--- src/sfhf_pkg.sv ---
// Package for the stance-foot height fusion block.
// Holds sizes, register and command codes, controller states, the
// controller/datapath command and status structs, and a saturation helper.
package sfhf_pkg;

  localparam int unsigned MaxContacts = 4;
  localparam int unsigned SlotW = (MaxContacts > 1) ? $clog2(MaxContacts) : 1;
  localparam int unsigned SumW = 36;
  localparam int unsigned CountW = 5;
  localparam logic [CountW-1:0] CountMax = {CountW{1'b1}};
  localparam int unsigned DivSteps = SumW;
  localparam int unsigned DivCntW = $clog2(DivSteps);
  localparam logic [16:0] OneQ16 = 17'h10000;
  localparam logic signed [51:0] HalfQ16 = 52'sd32768;

  typedef enum logic [1:0] {
    MODE_FILTER = 2'd0,
    MODE_KIN    = 2'd1,
    MODE_BLEND  = 2'd2,
    MODE_ANCHOR = 2'd3
  } height_mode_e;

  typedef enum logic [1:0] {
    CFG_HEIGHT_MODE = 2'd0,
    CFG_GROUND_Z    = 2'd1,
    CFG_ANCHOR_THR  = 2'd2,
    CFG_KIN_WEIGHT  = 2'd3
  } cfg_idx_e;

  typedef enum logic {
    CMD_SEED   = 1'b0,
    CMD_SAMPLE = 1'b1
  } command_e;

  typedef enum logic [3:0] {
    ST_IDLE,
    ST_MEAS,
    ST_ANCHOR,
    ST_ACCUM,
    ST_PREP,
    ST_DIV,
    ST_SIGN,
    ST_MUL_FILT,
    ST_MUL_KIN,
    ST_ROUND,
    ST_OUT
  } state_e;

  typedef struct packed {
    logic capture;
    logic anchor_upd;
    logic accum;
    logic slot_adv;
    logic frame_end;
    logic div_start;
    logic div_step;
    logic kin_load;
    logic no_kin;
    logic mul_filt;
    logic mul_kin;
    logic round;
    logic load_out;
  } ctrl_cmd_t;

  typedef struct packed {
    logic sample;
    logic last;
    logic mode_active;
    logic mode_kin_only;
    logic count_nz;
    logic div_done;
    logic out_free;
  } dp_status_t;

  // Clamps a signed value to the 32-bit signed range.
  function automatic logic signed [31:0] sat32(input logic signed [63:0] v);
    logic [32:0] hi;
    logic signed [31:0] r;
    hi = v[63:31];
    if ((&hi) || (~|hi)) begin
      r = v[31:0];
    end else if (v[63]) begin
      r = 32'sh8000_0000;
    end else begin
      r = 32'sh7fff_ffff;
    end
    return r;
  endfunction

endpackage

--- src/sfhf_if.sv ---
// Valid/ready channel interfaces for the stance-foot height fusion block.
// Does not depend on sfhf_pkg; the payloads use fixed widths.
interface sfhf_in_if;
  logic               valid;
  logic               ready;
  logic               command;
  logic signed [31:0] filter_height;
  logic signed [31:0] relative_height;
  logic               stance;
  logic               last_contact;

  modport source (output valid, command, filter_height, relative_height, stance,
                  last_contact, input ready);
  modport sink (input valid, command, filter_height, relative_height, stance,
                last_contact, output ready);
endinterface

interface sfhf_out_if;
  logic               valid;
  logic               ready;
  logic signed [31:0] fused_height;
  logic signed [31:0] kin_height;
  logic               kinematic_valid;

  modport source (output valid, fused_height, kin_height, kinematic_valid,
                  input ready);
  modport sink (input valid, fused_height, kin_height, kinematic_valid,
                output ready);
endinterface

--- src/sfhf_ctrl.sv ---
// Controller state machine of the stance-foot height fusion block.
// Sequences capture, anchor update, accumulation, division, blend and output
// through command and status structs from sfhf_pkg.
module sfhf_ctrl import sfhf_pkg::*; (
  input  logic       clk_i,
  input  logic       rst_ni,
  input  logic       in_valid_i,
  output logic       in_ready_o,
  input  dp_status_t status_i,
  output ctrl_cmd_t  cmd_o
);

  state_e state_q, state_d;

  always_ff @(posedge clk_i or negedge rst_ni) begin
    if (!rst_ni) begin
      state_q <= ST_IDLE;
    end else begin
      state_q <= state_d;
    end
  end

  always_comb begin
    state_d    = state_q;
    cmd_o      = '0;
    in_ready_o = 1'b0;
    case (state_q)
      ST_IDLE: begin
        in_ready_o = 1'b1;
        if (in_valid_i) begin
          cmd_o.capture = 1'b1;
          state_d = ST_MEAS;
        end
      end
      ST_MEAS: begin
        state_d = ST_ANCHOR;
      end
      ST_ANCHOR: begin
        cmd_o.anchor_upd = 1'b1;
        state_d = ST_ACCUM;
      end
      ST_ACCUM: begin
        cmd_o.accum = 1'b1;
        if (!status_i.last) begin
          cmd_o.slot_adv = 1'b1;
          state_d = ST_IDLE;
        end else if (!status_i.sample) begin
          cmd_o.frame_end = 1'b1;
          state_d = ST_IDLE;
        end else begin
          state_d = ST_PREP;
        end
      end
      ST_PREP: begin
        if (status_i.mode_active && status_i.count_nz) begin
          cmd_o.div_start = 1'b1;
          state_d = ST_DIV;
        end else begin
          cmd_o.no_kin = 1'b1;
          state_d = ST_OUT;
        end
      end
      ST_DIV: begin
        cmd_o.div_step = 1'b1;
        if (status_i.div_done) begin
          state_d = ST_SIGN;
        end
      end
      ST_SIGN: begin
        cmd_o.kin_load = 1'b1;
        state_d = status_i.mode_kin_only ? ST_OUT : ST_MUL_FILT;
      end
      ST_MUL_FILT: begin
        cmd_o.mul_filt = 1'b1;
        state_d = ST_MUL_KIN;
      end
      ST_MUL_KIN: begin
        cmd_o.mul_kin = 1'b1;
        state_d = ST_ROUND;
      end
      ST_ROUND: begin
        cmd_o.round = 1'b1;
        state_d = ST_OUT;
      end
      ST_OUT: begin
        if (status_i.out_free) begin
          cmd_o.load_out  = 1'b1;
          cmd_o.frame_end = 1'b1;
          state_d = ST_IDLE;
        end
      end
      default: begin
        state_d = ST_IDLE;
      end
    endcase
  end

  // The divider only runs for the last sample of a frame.
  assert property (@(posedge clk_i) disable iff (!rst_ni)
    (state_q == ST_DIV) |-> (status_i.sample && status_i.last))
    else $error("divider running outside a last sample");

  // A blend always follows a completed division.
  assert property (@(posedge clk_i) disable iff (!rst_ni)
    (state_q == ST_MUL_FILT) |-> ($past(state_q) == ST_SIGN))
    else $error("blend entered without a quotient");

endmodule

--- src/sfhf_dp.sv ---
// Datapath of the stance-foot height fusion block: configuration registers,
// per-contact anchors and stance history, height sum, serial divider and
// blend multiplier. Driven by sfhf_ctrl through the structs in sfhf_pkg.
module sfhf_dp import sfhf_pkg::*; (
  input  logic               clk_i,
  input  logic               rst_ni,
  input  logic               cfg_we_i,
  input  logic [1:0]         cfg_idx_i,
  input  logic [31:0]        cfg_data_i,
  input  logic               in_command_i,
  input  logic signed [31:0] in_filter_height_i,
  input  logic signed [31:0] in_relative_height_i,
  input  logic               in_support_i,
  input  logic               in_last_contact_i,
  input  logic               out_ready_i,
  output logic               out_valid_o,
  output logic signed [31:0] out_fused_height_o,
  output logic signed [31:0] out_kin_height_o,
  output logic               out_kinematic_valid_o,
  input  ctrl_cmd_t          cmd_i,
  output dp_status_t         status_o
);

  height_mode_e       mode_q;
  logic signed [31:0] ground_z_q;
  logic [30:0]        thr_q;
  logic [16:0]        kin_weight_q;

  logic signed [31:0] anchor_q [MaxContacts];
  logic               was_stance_q [MaxContacts];
  logic [SlotW-1:0]   slot_q;
  logic signed [SumW-1:0] sum_q;
  logic [CountW-1:0]  count_q;

  command_e           cmd_q;
  logic signed [31:0] fh_q;
  logic signed [31:0] rh_q;
  logic               stance_q;
  logic               last_q;

  logic signed [32:0] measured_q;
  logic signed [33:0] diff_q;

  logic [DivCntW-1:0] div_cnt_q;
  logic [SumW-1:0]    quo_q;
  logic [CountW-1:0]  rem_q;
  logic               neg_q;

  logic signed [31:0] kin_q;
  logic               kin_valid_q;
  logic signed [31:0] rep_q;
  logic signed [49:0] prod_f_q;
  logic signed [49:0] prod_k_q;

  logic               out_valid_q;
  logic signed [31:0] out_rep_q;
  logic signed [31:0] out_kin_q;
  logic               out_kv_q;

  logic signed [31:0] slot_anchor;
  logic [33:0]        diff_abs;
  logic               re_anchor;
  logic               sample;
  logic               mode_active;
  logic               add_stance;
  logic signed [31:0] ground_sel;
  logic signed [37:0] sum_wide;
  logic signed [SumW-1:0] sum_sat;
  logic [SumW-1:0]    sum_mag;
  logic [CountW:0]    trial;
  logic               trial_ge;
  logic signed [SumW:0] quo_ext;
  logic signed [SumW:0] quo_s;
  logic [16:0]        w_sat;
  logic [16:0]        w_filt;
  logic signed [51:0] rnd_sum;
  logic signed [51:0] rnd_shift;

  assign slot_anchor = anchor_q[slot_q];
  assign sample      = (cmd_q == CMD_SAMPLE);
  assign mode_active = (mode_q != MODE_FILTER);
  assign diff_abs    = diff_q[33] ? 34'(-diff_q) : 34'(diff_q);
  assign re_anchor   = (mode_q == MODE_ANCHOR) && stance_q && !was_stance_q[slot_q]
                       && (diff_abs > {3'b000, thr_q});
  assign add_stance  = sample && mode_active && stance_q && (count_q != CountMax);
  assign ground_sel  = (mode_q == MODE_ANCHOR) ? slot_anchor : ground_z_q;
  assign sum_wide    = 38'(sum_q) + 38'(ground_sel) - 38'(rh_q);

  always_comb begin
    if ((&sum_wide[37:SumW-1]) || (~|sum_wide[37:SumW-1])) begin
      sum_sat = sum_wide[SumW-1:0];
    end else if (sum_wide[37]) begin
      sum_sat = {1'b1, {(SumW-1){1'b0}}};
    end else begin
      sum_sat = {1'b0, {(SumW-1){1'b1}}};
    end
  end

  assign sum_mag  = sum_q[SumW-1] ? SumW'(-sum_q) : SumW'(sum_q);
  assign trial    = {rem_q, quo_q[SumW-1]};
  assign trial_ge = (trial >= {1'b0, count_q});
  assign quo_ext  = $signed({1'b0, quo_q});
  assign quo_s    = neg_q ? -quo_ext : quo_ext;

  assign w_sat     = (kin_weight_q > OneQ16) ? OneQ16 : kin_weight_q;
  assign w_filt    = OneQ16 - w_sat;
  assign rnd_sum   = 52'(prod_f_q) + 52'(prod_k_q) + HalfQ16;
  assign rnd_shift = rnd_sum >>> 16;

  always_ff @(posedge clk_i or negedge rst_ni) begin
    if (!rst_ni) begin
      mode_q       <= MODE_FILTER;
      ground_z_q   <= '0;
      thr_q        <= '0;
      kin_weight_q <= '0;
    end else if (cfg_we_i) begin
      case (cfg_idx_e'(cfg_idx_i))
        CFG_HEIGHT_MODE: mode_q       <= height_mode_e'(cfg_data_i[1:0]);
        CFG_GROUND_Z:    ground_z_q   <= cfg_data_i;
        CFG_ANCHOR_THR:  thr_q        <= cfg_data_i[30:0];
        CFG_KIN_WEIGHT:  kin_weight_q <= cfg_data_i[16:0];
        default: begin
          mode_q <= mode_q;
        end
      endcase
    end
  end

  always_ff @(posedge clk_i or negedge rst_ni) begin
    if (!rst_ni) begin
      for (int i = 0; i < MaxContacts; i++) begin
        anchor_q[i]     <= '0;
        was_stance_q[i] <= 1'b0;
      end
      slot_q    <= '0;
      sum_q     <= '0;
      count_q   <= '0;
      div_cnt_q <= '0;
    end else begin
      if (cmd_i.anchor_upd) begin
        if (!sample) begin
          anchor_q[slot_q]     <= rh_q;
          was_stance_q[slot_q] <= 1'b0;
        end else if (mode_active) begin
          if (re_anchor) begin
            anchor_q[slot_q] <= sat32(64'(measured_q));
          end
          was_stance_q[slot_q] <= stance_q;
        end
      end
      if (cmd_i.accum && add_stance) begin
        sum_q   <= sum_sat;
        count_q <= count_q + 1'b1;
      end
      if (cmd_i.slot_adv) begin
        slot_q <= (slot_q == SlotW'(MaxContacts - 1)) ? '0 : slot_q + 1'b1;
      end
      if (cmd_i.frame_end) begin
        slot_q  <= '0;
        sum_q   <= '0;
        count_q <= '0;
      end
      if (cmd_i.div_start) begin
        div_cnt_q <= '0;
      end else if (cmd_i.div_step) begin
        div_cnt_q <= div_cnt_q + 1'b1;
      end
    end
  end

  always_ff @(posedge clk_i) begin
    if (cmd_i.capture) begin
      cmd_q    <= command_e'(in_command_i);
      fh_q     <= in_filter_height_i;
      rh_q     <= in_relative_height_i;
      stance_q <= in_support_i;
      last_q   <= in_last_contact_i;
    end
    measured_q <= 33'(fh_q) + 33'(rh_q);
    diff_q     <= 34'(fh_q) + 34'(rh_q) - 34'(slot_anchor);
    if (cmd_i.div_start) begin
      quo_q <= sum_mag;
      rem_q <= '0;
      neg_q <= sum_q[SumW-1];
    end else if (cmd_i.div_step) begin
      if (trial_ge) begin
        rem_q <= CountW'(trial - {1'b0, count_q});
        quo_q <= {quo_q[SumW-2:0], 1'b1};
      end else begin
        rem_q <= trial[CountW-1:0];
        quo_q <= {quo_q[SumW-2:0], 1'b0};
      end
    end
    if (cmd_i.no_kin) begin
      kin_q       <= '0;
      kin_valid_q <= 1'b0;
      rep_q       <= fh_q;
    end
    if (cmd_i.kin_load) begin
      kin_q       <= sat32(64'(quo_s));
      kin_valid_q <= 1'b1;
      rep_q       <= sat32(64'(quo_s));
    end
    if (cmd_i.mul_filt) begin
      prod_f_q <= $signed({1'b0, w_filt}) * fh_q;
    end
    if (cmd_i.mul_kin) begin
      prod_k_q <= $signed({1'b0, w_sat}) * kin_q;
    end
    if (cmd_i.round) begin
      rep_q <= sat32(64'(rnd_shift));
    end
  end

  always_ff @(posedge clk_i or negedge rst_ni) begin
    if (!rst_ni) begin
      out_valid_q <= 1'b0;
    end else if (cmd_i.load_out) begin
      out_valid_q <= 1'b1;
    end else if (out_ready_i) begin
      out_valid_q <= 1'b0;
    end
  end

  always_ff @(posedge clk_i) begin
    if (cmd_i.load_out) begin
      out_rep_q <= rep_q;
      out_kin_q <= kin_q;
      out_kv_q  <= kin_valid_q;
    end
  end

  assign out_valid_o           = out_valid_q;
  assign out_fused_height_o    = out_rep_q;
  assign out_kin_height_o      = out_kin_q;
  assign out_kinematic_valid_o = out_kv_q;

  assign status_o.sample        = sample;
  assign status_o.last          = last_q;
  assign status_o.mode_active   = mode_active;
  assign status_o.mode_kin_only = (mode_q == MODE_KIN);
  assign status_o.count_nz      = (count_q != '0);
  assign status_o.div_done      = (div_cnt_q == DivCntW'(DivSteps - 1));
  assign status_o.out_free      = !out_valid_q || out_ready_i;

  // The partial remainder stays below the stance count during division.
  assert property (@(posedge clk_i) disable iff (!rst_ni)
    cmd_i.div_step |-> (rem_q < count_q))
    else $error("divider remainder out of range");

  // An invalid kinematic result always carries a zero height.
  assert property (@(posedge clk_i) disable iff (!rst_ni)
    (out_valid_q && !out_kv_q) |-> (out_kin_q == '0))
    else $error("invalid kinematic height is not zero");

  // A valid kinematic result is never produced in filter-only mode.
  assert property (@(posedge clk_i) disable iff (!rst_ni)
    (cmd_i.load_out && kin_valid_q) |-> (mode_q != MODE_FILTER))
    else $error("kinematic result in filter-only mode");

endmodule

--- src/stance_foot_height_fusion.sv ---
// Top level of the stance-foot height fusion block.
// A seed or a non-final sample passes the measure, anchor and accumulate states before
// the next acceptance. A final sample with no stance or in filter mode goes to output;
// kinematic mode adds the 36-step serial divider, blend modes also the multiplier.
// A finished item waits in an output register while the next item is accepted.
// Asynchronous active-low reset clears configuration, anchors, stance history and sums.
module stance_foot_height_fusion import sfhf_pkg::*; (
  input  logic        clk_i,
  input  logic        rst_ni,
  input  logic        cfg_we_i,
  input  logic [1:0]  cfg_idx_i,
  input  logic [31:0] cfg_data_i,
  sfhf_in_if.sink     in_i,
  sfhf_out_if.source  out_o
);

  ctrl_cmd_t  cmd;
  dp_status_t status;
  logic       in_ready;

  assign in_i.ready = in_ready;

  sfhf_ctrl u_ctrl (
    .clk_i      (clk_i),
    .rst_ni     (rst_ni),
    .in_valid_i (in_i.valid),
    .in_ready_o (in_ready),
    .status_i   (status),
    .cmd_o      (cmd)
  );

  sfhf_dp u_dp (
    .clk_i                 (clk_i),
    .rst_ni                (rst_ni),
    .cfg_we_i              (cfg_we_i),
    .cfg_idx_i             (cfg_idx_i),
    .cfg_data_i            (cfg_data_i),
    .in_command_i          (in_i.command),
    .in_filter_height_i    (in_i.filter_height),
    .in_relative_height_i  (in_i.relative_height),
    .in_support_i          (in_i.stance),
    .in_last_contact_i     (in_i.last_contact),
    .out_ready_i           (out_o.ready),
    .out_valid_o           (out_o.valid),
    .out_fused_height_o    (out_o.fused_height),
    .out_kin_height_o      (out_o.kin_height),
    .out_kinematic_valid_o (out_o.kinematic_valid),
    .cmd_i                 (cmd),
    .status_o              (status)
  );

endmodule

--- src/flat_wrapper.sv ---
// flat-port wrapper written by rule: the top's interface ports become plain ports
module stance_foot_height_fusion_flat import sfhf_pkg::*;
  (clk_i, rst_ni, cfg_we_i, cfg_idx_i, cfg_data_i, in_i_valid, in_i_command, in_i_filter_height, in_i_relative_height, in_i_stance, in_i_last_contact, in_i_ready, out_o_valid, out_o_fused_height, out_o_kin_height, out_o_kinematic_valid, out_o_ready);
  sfhf_in_if in_i_i ();
  sfhf_out_if out_o_i ();
  input  logic clk_i;
  input  logic rst_ni;
  input  logic cfg_we_i;
  input  logic [1:0] cfg_idx_i;
  input  logic [31:0] cfg_data_i;
  input wire logic [$bits(in_i_i.valid)-1:0] in_i_valid;
  input wire logic [$bits(in_i_i.command)-1:0] in_i_command;
  input wire logic [$bits(in_i_i.filter_height)-1:0] in_i_filter_height;
  input wire logic [$bits(in_i_i.relative_height)-1:0] in_i_relative_height;
  input wire logic [$bits(in_i_i.stance)-1:0] in_i_stance;
  input wire logic [$bits(in_i_i.last_contact)-1:0] in_i_last_contact;
  output wire logic [$bits(in_i_i.ready)-1:0] in_i_ready;
  output wire logic [$bits(out_o_i.valid)-1:0] out_o_valid;
  output wire logic [$bits(out_o_i.fused_height)-1:0] out_o_fused_height;
  output wire logic [$bits(out_o_i.kin_height)-1:0] out_o_kin_height;
  output wire logic [$bits(out_o_i.kinematic_valid)-1:0] out_o_kinematic_valid;
  input wire logic [$bits(out_o_i.ready)-1:0] out_o_ready;
  assign in_i_i.valid = in_i_valid;
  assign in_i_i.command = in_i_command;
  assign in_i_i.filter_height = in_i_filter_height;
  assign in_i_i.relative_height = in_i_relative_height;
  assign in_i_i.stance = in_i_stance;
  assign in_i_i.last_contact = in_i_last_contact;
  assign in_i_ready = in_i_i.ready;
  assign out_o_valid = out_o_i.valid;
  assign out_o_fused_height = out_o_i.fused_height;
  assign out_o_kin_height = out_o_i.kin_height;
  assign out_o_kinematic_valid = out_o_i.kinematic_valid;
  assign out_o_i.ready = out_o_ready;
  stance_foot_height_fusion u_core (.clk_i(clk_i), .rst_ni(rst_ni), .cfg_we_i(cfg_we_i), .cfg_idx_i(cfg_idx_i), .cfg_data_i(cfg_data_i), .in_i(in_i_i), .out_o(out_o_i));
endmodule
--- config.mk ---
export PLATFORM = sky130hd
export DESIGN_NAME = stance_foot_height_fusion_flat
export DESIGN_NICKNAME = d
export VERILOG_FILES = /design/src/sfhf_pkg.sv /design/src/sfhf_if.sv /design/src/sfhf_ctrl.sv /design/src/sfhf_dp.sv /design/src/stance_foot_height_fusion.sv /design/src/flat_wrapper.sv
export SDC_FILE = /design/constraint.sdc
export NUM_CORES = 2
export LEC_CHECK = 0
export BUFFER_PORTS_ARGS = -buffer_cell sky130_fd_sc_hd__clkbuf_2
export CORE_MARGIN = 2
export CORE_UTILIZATION = 55
export DETAILED_ROUTE_END_ITERATION = 8
export PLACE_DENSITY_LB_ADDON = 0.12
export SETUP_SLACK_MARGIN = 0.02
export SLEW_MARGIN = 25
export SYNTH_ARGS = -nofsm -noshare
export SYNTH_HDL_FRONTEND = slang
export SYNTH_SLANG_ARGS = --single-unit
--- constraint.sdc ---
create_clock -name clk_i -period 8.62 [get_ports clk_i]
set_clock_uncertainty 0.15 [all_clocks]
set_input_delay 1.724 -clock clk_i [delete_from_list [all_inputs] [get_ports clk_i]]
set_output_delay 1.724 -clock clk_i [all_outputs]
set_load 0.1 [all_outputs]
; ---- Yosys cells after proc, flatten, opt, wreduce, memory -nomap -nowiden
; Index checks and enable logic that the tools add are counted.
[op_classes]
add_sub_neg = 15
mul = 2
order_cmp = 5
eq_ne = 23
mux = 83
bitwise_logic = 3
reduce_logical = 45
[ops]
columns = operator, count
row1 = 32-bit two-way mux, 19
row2 = 128-bit two-way mux, 3
row3 = 128-bit bitwise mux, 2
row4 = 36-bit two-way mux, 7
row5 = 18-bit by 32-bit multiplier with 50-bit output, 2
row6 = 32-bit by 32-bit adder with 33-bit output, 2
row7 = 32-bit binary-select mux with 2-bit select, 1
row8 = 32-bit demux with 2-bit select, 1
row9 = "51-bit by 17-bit adder with 52-bit output, second input constant", 1
row10 = 50-bit by 50-bit adder with 51-bit output, 1
row11 = 4-bit case mux with 11 select lines, 1
row12 = 37-bit by 32-bit subtractor with 38-bit output, 1
row13 = 36-bit by 32-bit adder with 37-bit output, 1
row14 = 37-bit two-way mux, 1
row15 = 36-bit negator with 37-bit output, 1
row16 = 36-bit negator, 1
row17 = 34-bit by 31-bit > comparator with 1-bit output, 1
row18 = 34-bit two-way mux, 1
row19 = 34-bit negator, 1
row20 = 33-bit by 32-bit subtractor with 34-bit output, 1
row21 = 4-bit two-way mux, 8
row22 = 1-bit two-way mux, 24
row23 = "17-bit > comparator, second input constant", 1
row24 = 17-bit two-way mux, 1
row25 = 45 further kinds, 93
[totals]
reg_bits = 674
in_bits = 106
output_inout_bits = 67
word_cells = 212

; ---- Depth between registers and ports, before layout
[logic_depth]
word_depth = 15
depth_mapped = 37
mapped_depth_nobuf = 34

; ---- Hierarchy
; A second synthesis with hierarchy kept.
[hier_totals]
cells_unflattened = 7890
area_unflattened_um2 = 76350.7
[modules_own_cells]
columns = mod, instances, cells_per_inst, area_per_inst_um2, seq_area_each_um2
row1 = sfhf_dp, 1, 7834, 75894.0, 18067.3
row2 = sfhf_ctrl, 1, 56, 456.7, 100.1

; ---- Worst setup path before layout
; OpenSTA, ideal clock, no wires.
[synth_timing]
path_type = flip-flop to flip-flop
from = reg u_core.u_dp.kin_weight_q[16]
to = reg u_core.u_dp.prod_f_q[44], data pin
setup_time_ns = 0.260
arrival_ns = 8.308
required_ns = 8.210
path_slack_ns = -0.098
stages_incl_launch_ff = 36
path_buffers = 5
synth_period_minus_slack_ns = 8.718
cell_sequence = dfrtp_1 clkbuf_1 clkbuf_1 nor2b_1 clkbuf_1 clkbuf_1 inv_1 ha_1 o21ai_0 nor4_1 xnor2_1 clkbuf_1 nand2_1 fa_1 inv_1 fa_1 inv_1 fa_1 inv_1 fa_1 fa_1 inv_1 fa_1 inv_1 ha_1 a21o_1 a21o_1 a21o_1 a31oi_1 o2111ai_1 o221ai_1 nor3_1 o41ai_1 o21ai_1 a31oi_1 xnor2_1
[synth_between]
elab_chain_len = 4
[synth_lines]
columns = element, line
row1 = from (decl), sfhf_dp.sv:27  ; logic [16:0] kin_weight_q;
row2 = from (signal assigned), sfhf_dp.sv:121  ; CFG_KIN_WEIGHT: kin_weight_q <= cfg_data_i[16:0];
row3 = 17-bit > comparator, sfhf_dp.sv:105  ; assign w_sat = (kin_weight_q > OneQ16) ? OneQ16 : kin_weight_q;
row4 = 17-bit two-way mux *, sfhf_dp.sv:105
row5 = 17-bit subtractor *, sfhf_dp.sv:106  ; assign w_filt = OneQ16 - w_sat;
row6 = 18-bit by 32-bit multiplier with 50-bit output *, sfhf_dp.sv:205  ; prod_f_q <= $signed({1'b0, w_filt}) * fh_q;
row7 = to (signal assigned), sfhf_dp.sv:205
row8 = to (decl), sfhf_dp.sv:52  ; logic signed [49:0] prod_f_q;
; Every way passes the cells marked *; elsewhere a longest branch is shown, timed or not.
; A chain may end at the register's enable or synchronous reset.

; ---- Worst setup path in the final report
[layout_timing]
from = reg u_core.u_dp.kin_weight_q[10]
to = reg u_core.u_dp.prod_f_q[44], data pin
; The elaborated chain is that of the path after synthesis.

==> impl_metrics.csv <==
group,metric,value,unit
outcome,run_status,"finished, final reports clean",
timing,setup_viol,0,
route,firstDrtPassIters,9,
clock_tree,cts.sinks,674,
clock_tree,cts_root_buffer,"clkbuf_16",
layout,drive_gt1_frac,0.109,
timing,worst_pin_slew,1160,ps
clock_tree,clockBufferDepth,3,
setup_path,worstPathMaxFanout,7,
die,fp.dieH,378,um
clock_tree,h-tree-depth,3,
placement,dp_cells,9905,
clock_tree,cts_hold_buf,0,
layout,nNetsFinal,9831,
clock_tree,clkTransAtPathRegs,60,ps
global_route,grt_overflow_total,0,
placement,port_buffers,172,
yosys,yosys_warnings,0,
layout,layout_commonest_cell,"inv_1",
timing,fin_crit_sh,0.966,
setup_path,cpPeakStageDelay,590,ps
route,drc_errors,0,
yosys,syn_avg_cell_area,9.67,sq um
global_route,grt_pass1_vias,59700,
route,wl_per_cell,22.3,um
timing,report.final.hold_viol_count,0,
die,ioPinCount,173,
yosys,netlist_top_cells_area,"fa_1 29%, edfxtp_1 13%, dfrtp_1 8.7%, inv_1 8.2%, ha_1 7.9%",
worst_hold_path,min_path_cells,0,
yosys,synthCells,7974,
clock_tree,cts_buffers,86,
global_route,use_met1,0.443,
yosys,syn_area,77100,sq um
placement,place_hpwl,181000,um
yosys,synth-edff-count,333,
layout,regArea,18200,sq um
placement,gp_congestion,0.962,
global_route,grtUsageTotal,0.325,
layout,syn_to_final_growth,9.33,%
route,drt-vias-per-instance,5.58,
yosys,synth.largest_area_cell,"fa_1",
die,std_cell_rows,137,
global_route,busiest_layer,"met2",
setup_path,r2r-start,"u_core.u_dp.kin_weight_q[10]",
layout,n_fill_cell,12100,
setup_path,setup.worst_path.class,"flip-flop to flip-flop",
run,max-cap-violations,0,
yosys,synth_top_area_share,0.289,
setup_path,rr_endpoint,"u_core.u_dp.prod_f_q[44]",
placement,post-place-ws,-302,ps
timing,maxSlewViolCount,0,
route,ant_nets,0,
layout,layoutNonFillerInstCount,10100,
setup_path,path_common_cell,"fa_1",
layout,mostFrequentLayoutCells,"1672 x inv_1, 1109 x fa_1, 1005 x nand2_1",
die,start_util,0.553,
yosys,synth_seq_area_share,0.236,
timing,setup_tns,0,ps
setup_path,cpMaxStageDelayCell,"or4_4",
setup_path,worst_setup_path_start_kind,"flip-flop",
yosys,ys_types,90,
timing,fmax,120,MHz
clock_tree,cts_tree,"yes",
yosys,synth-main-ff-cell,"edfxtp_1",
worst_hold_path,hold_start,"u_core.u_dp.rep_q[29]",
die,dieArea,143000,sq um
worst_hold_path,worstHoldEndpoint,"u_core.u_dp.out_fused_height_o[29]",
timing,hold_slack,266,ps
setup_path,required,8910,ps
setup_path,rr_worst_depth,33,
global_route,use_met2,0.531,
die,core-area,139000,sq um
layout,multi_input_area,51900,sq um
route,totalWireLength,225000,um
global_route,grt_max_degree,131,
timing,fin_ws,291,ps
route,vias,56300,
global_route,grt_use_met3,0.0513,
setup_path,arrival,8610,ps
die,die_w,378,um
setup_path,critPathCaptureType,"flip-flop",
yosys,async_flop_share,0.398,
worst_hold_path,hp-class,"flip-flop to flip-flop",
route,drt-initial-drc-count,3790,
setup_path,r2r_setup_slack,290,ps
global_route,grt_pass1_wl,352000,um
clock_tree,clock_latency,710,ps
global_route,antenna_found_initial,14,
timing,max_slew_margin,0.228,
yosys,ys_seq_elements,674,
yosys,syn-num-nets,9680,
timing,period_needed,8330,ps
==> through the flow <==
step | cell area, sq um | util
3_5_place_dp | 81000 | 0.581
3_3_place_gp | 81000 | 0.581
6_report | 84300 | 0.605
2_1_floorplan | 77100 | -
5_1_grt | 84300 | 0.605
4_1_cts | 83800 | 0.602
==> area by class of cell <==
type	instances	share of cell area
diodes	5	0.000148
flip-flops and latches	674	0.215
inverters	1679	0.0747
clock inverters	49	0.00598
clock buffers	113	0.0273
well taps	1876	0.0278
repair buffers	406	0.0332
multi-input cells	5278	0.615
==> what timing repair did <==
action                     in CTS  in global routing
pin swaps                       1                 51
buffers inserted                2                  7
gates resized for setup         7                 82
gates cloned                    0                  1
setup endpoints to repair      10                 29
==> kinds of logic after synthesis <==
logic type	after synthesis	synth area share
muxes	283	0.0512
buffers and inverters	2023	0.0997
xor gates and xnor gates	331	0.0376
adders and majority gates	1600	0.368
AOI/OAI and AO/OA	1021	0.0846
DFF	674	0.236
and+or+nand+nor	2042	0.123
==> flip-flops by register name (all words and copies together) (netlist names), 5 cells and up <==
| signal | cells |
|---|---|
| u_core.u_dp.ground_z_q | 32 |
| u_core.u_dp.out_kin_height_o | 32 |
| u_core.u_dp.rh_q | 32 |
| u_core.u_dp.rem_q | 5 |
| u_core.u_dp.kin_q | 32 |
| u_core.u_dp.count_q | 5 |
| u_core.u_dp.sum_q | 36 |
| u_core.u_dp.anchor_q | 128 |
| u_core.u_dp.div_cnt_q | 6 |
| u_core.u_dp.fh_q | 32 |
| u_core.u_dp.diff_q | 34 |
| u_core.u_dp.prod_k_q | 50 |
| u_core.u_dp.measured_q | 33 |
| u_core.u_dp.thr_q | 31 |
| u_core.u_dp.prod_f_q | 50 |
| u_core.u_dp.rep_q | 32 |
| u_core.u_dp.out_fused_height_o | 32 |
| u_core.u_dp.quo_q | 36 |
| u_core.u_dp.kin_weight_q | 17 |
==> layer usage <==
| metal | share of wire | up-vias |
|---|---|---|
| li1 | - | 25400 |
| met1 | 0.42 | 28600 |
| met2 | 0.47 | 1846 |
| met3 | 0.072 | 403 |
| met4 | 0.035 | 6 |
| met5 | 0.00020 | - |
==> how the worst max path moves through the flow <==
| stage | from | endpoint | cells after the start | slack (ps) |
|---|---|---|---|---|
| CTS | u_core.u_dp.kin_weight_q[13] | u_core.u_dp.prod_f_q[46] | 30 | 10 |
| floorplan | u_core.u_dp.kin_weight_q[2] | u_core.u_dp.prod_f_q[44] | 33 | 50 |
| finish | u_core.u_dp.kin_weight_q[10] | u_core.u_dp.prod_f_q[44] | 33 | 290 |
| global placement | u_core.u_dp.kin_weight_q[14] | u_core.u_dp.prod_f_q[46] | 32 | -300 |
| global route | u_core.u_dp.kin_weight_q[10] | u_core.u_dp.prod_f_q[44] | 33 | -20 |
| detailed placement | u_core.u_dp.kin_weight_q[16] | u_core.u_dp.prod_f_q[46] | 31 | -300 |
==> synthesized netlist by cell type, drive strengths merged, types with 32 or more instances <==
master and number:
nand4 44, buf 38, o21ai 255, nand2 1007, o211ai 51, nor3 84
nor2b 60, and2 322, xor2 86, dfrtp 268, mux2 213, dfxtp 73
mux2i 38, inv 1678, a21o 115, fa 1112, nor2 279, mux4 32
a31oi 32, o21a 34, edfxtp 333, clkbuf 306, nand2b 48, xnor2 245
o31ai 36, nand3 69, ha 488, a21oi 288
==> worst max-delay path, delay by kind of cell, from the launching register on <==
| kind | cells | cell delay (ps) |
|---|---|---|
| and+or+nand+nor | 9 | 2090 |
| adders and majority gates | 7 | 2990 |
| DFF | 1 | 370 |
| buffers and inverters | 5 | 400 |
| AOI/OAI and AO/OA | 10 | 1780 |
| xor gates and xnor gates | 2 | 250 |
Power is not shown: default switching activity piles up to over one toggle a cycle in this logic, so the estimate is an artifact.
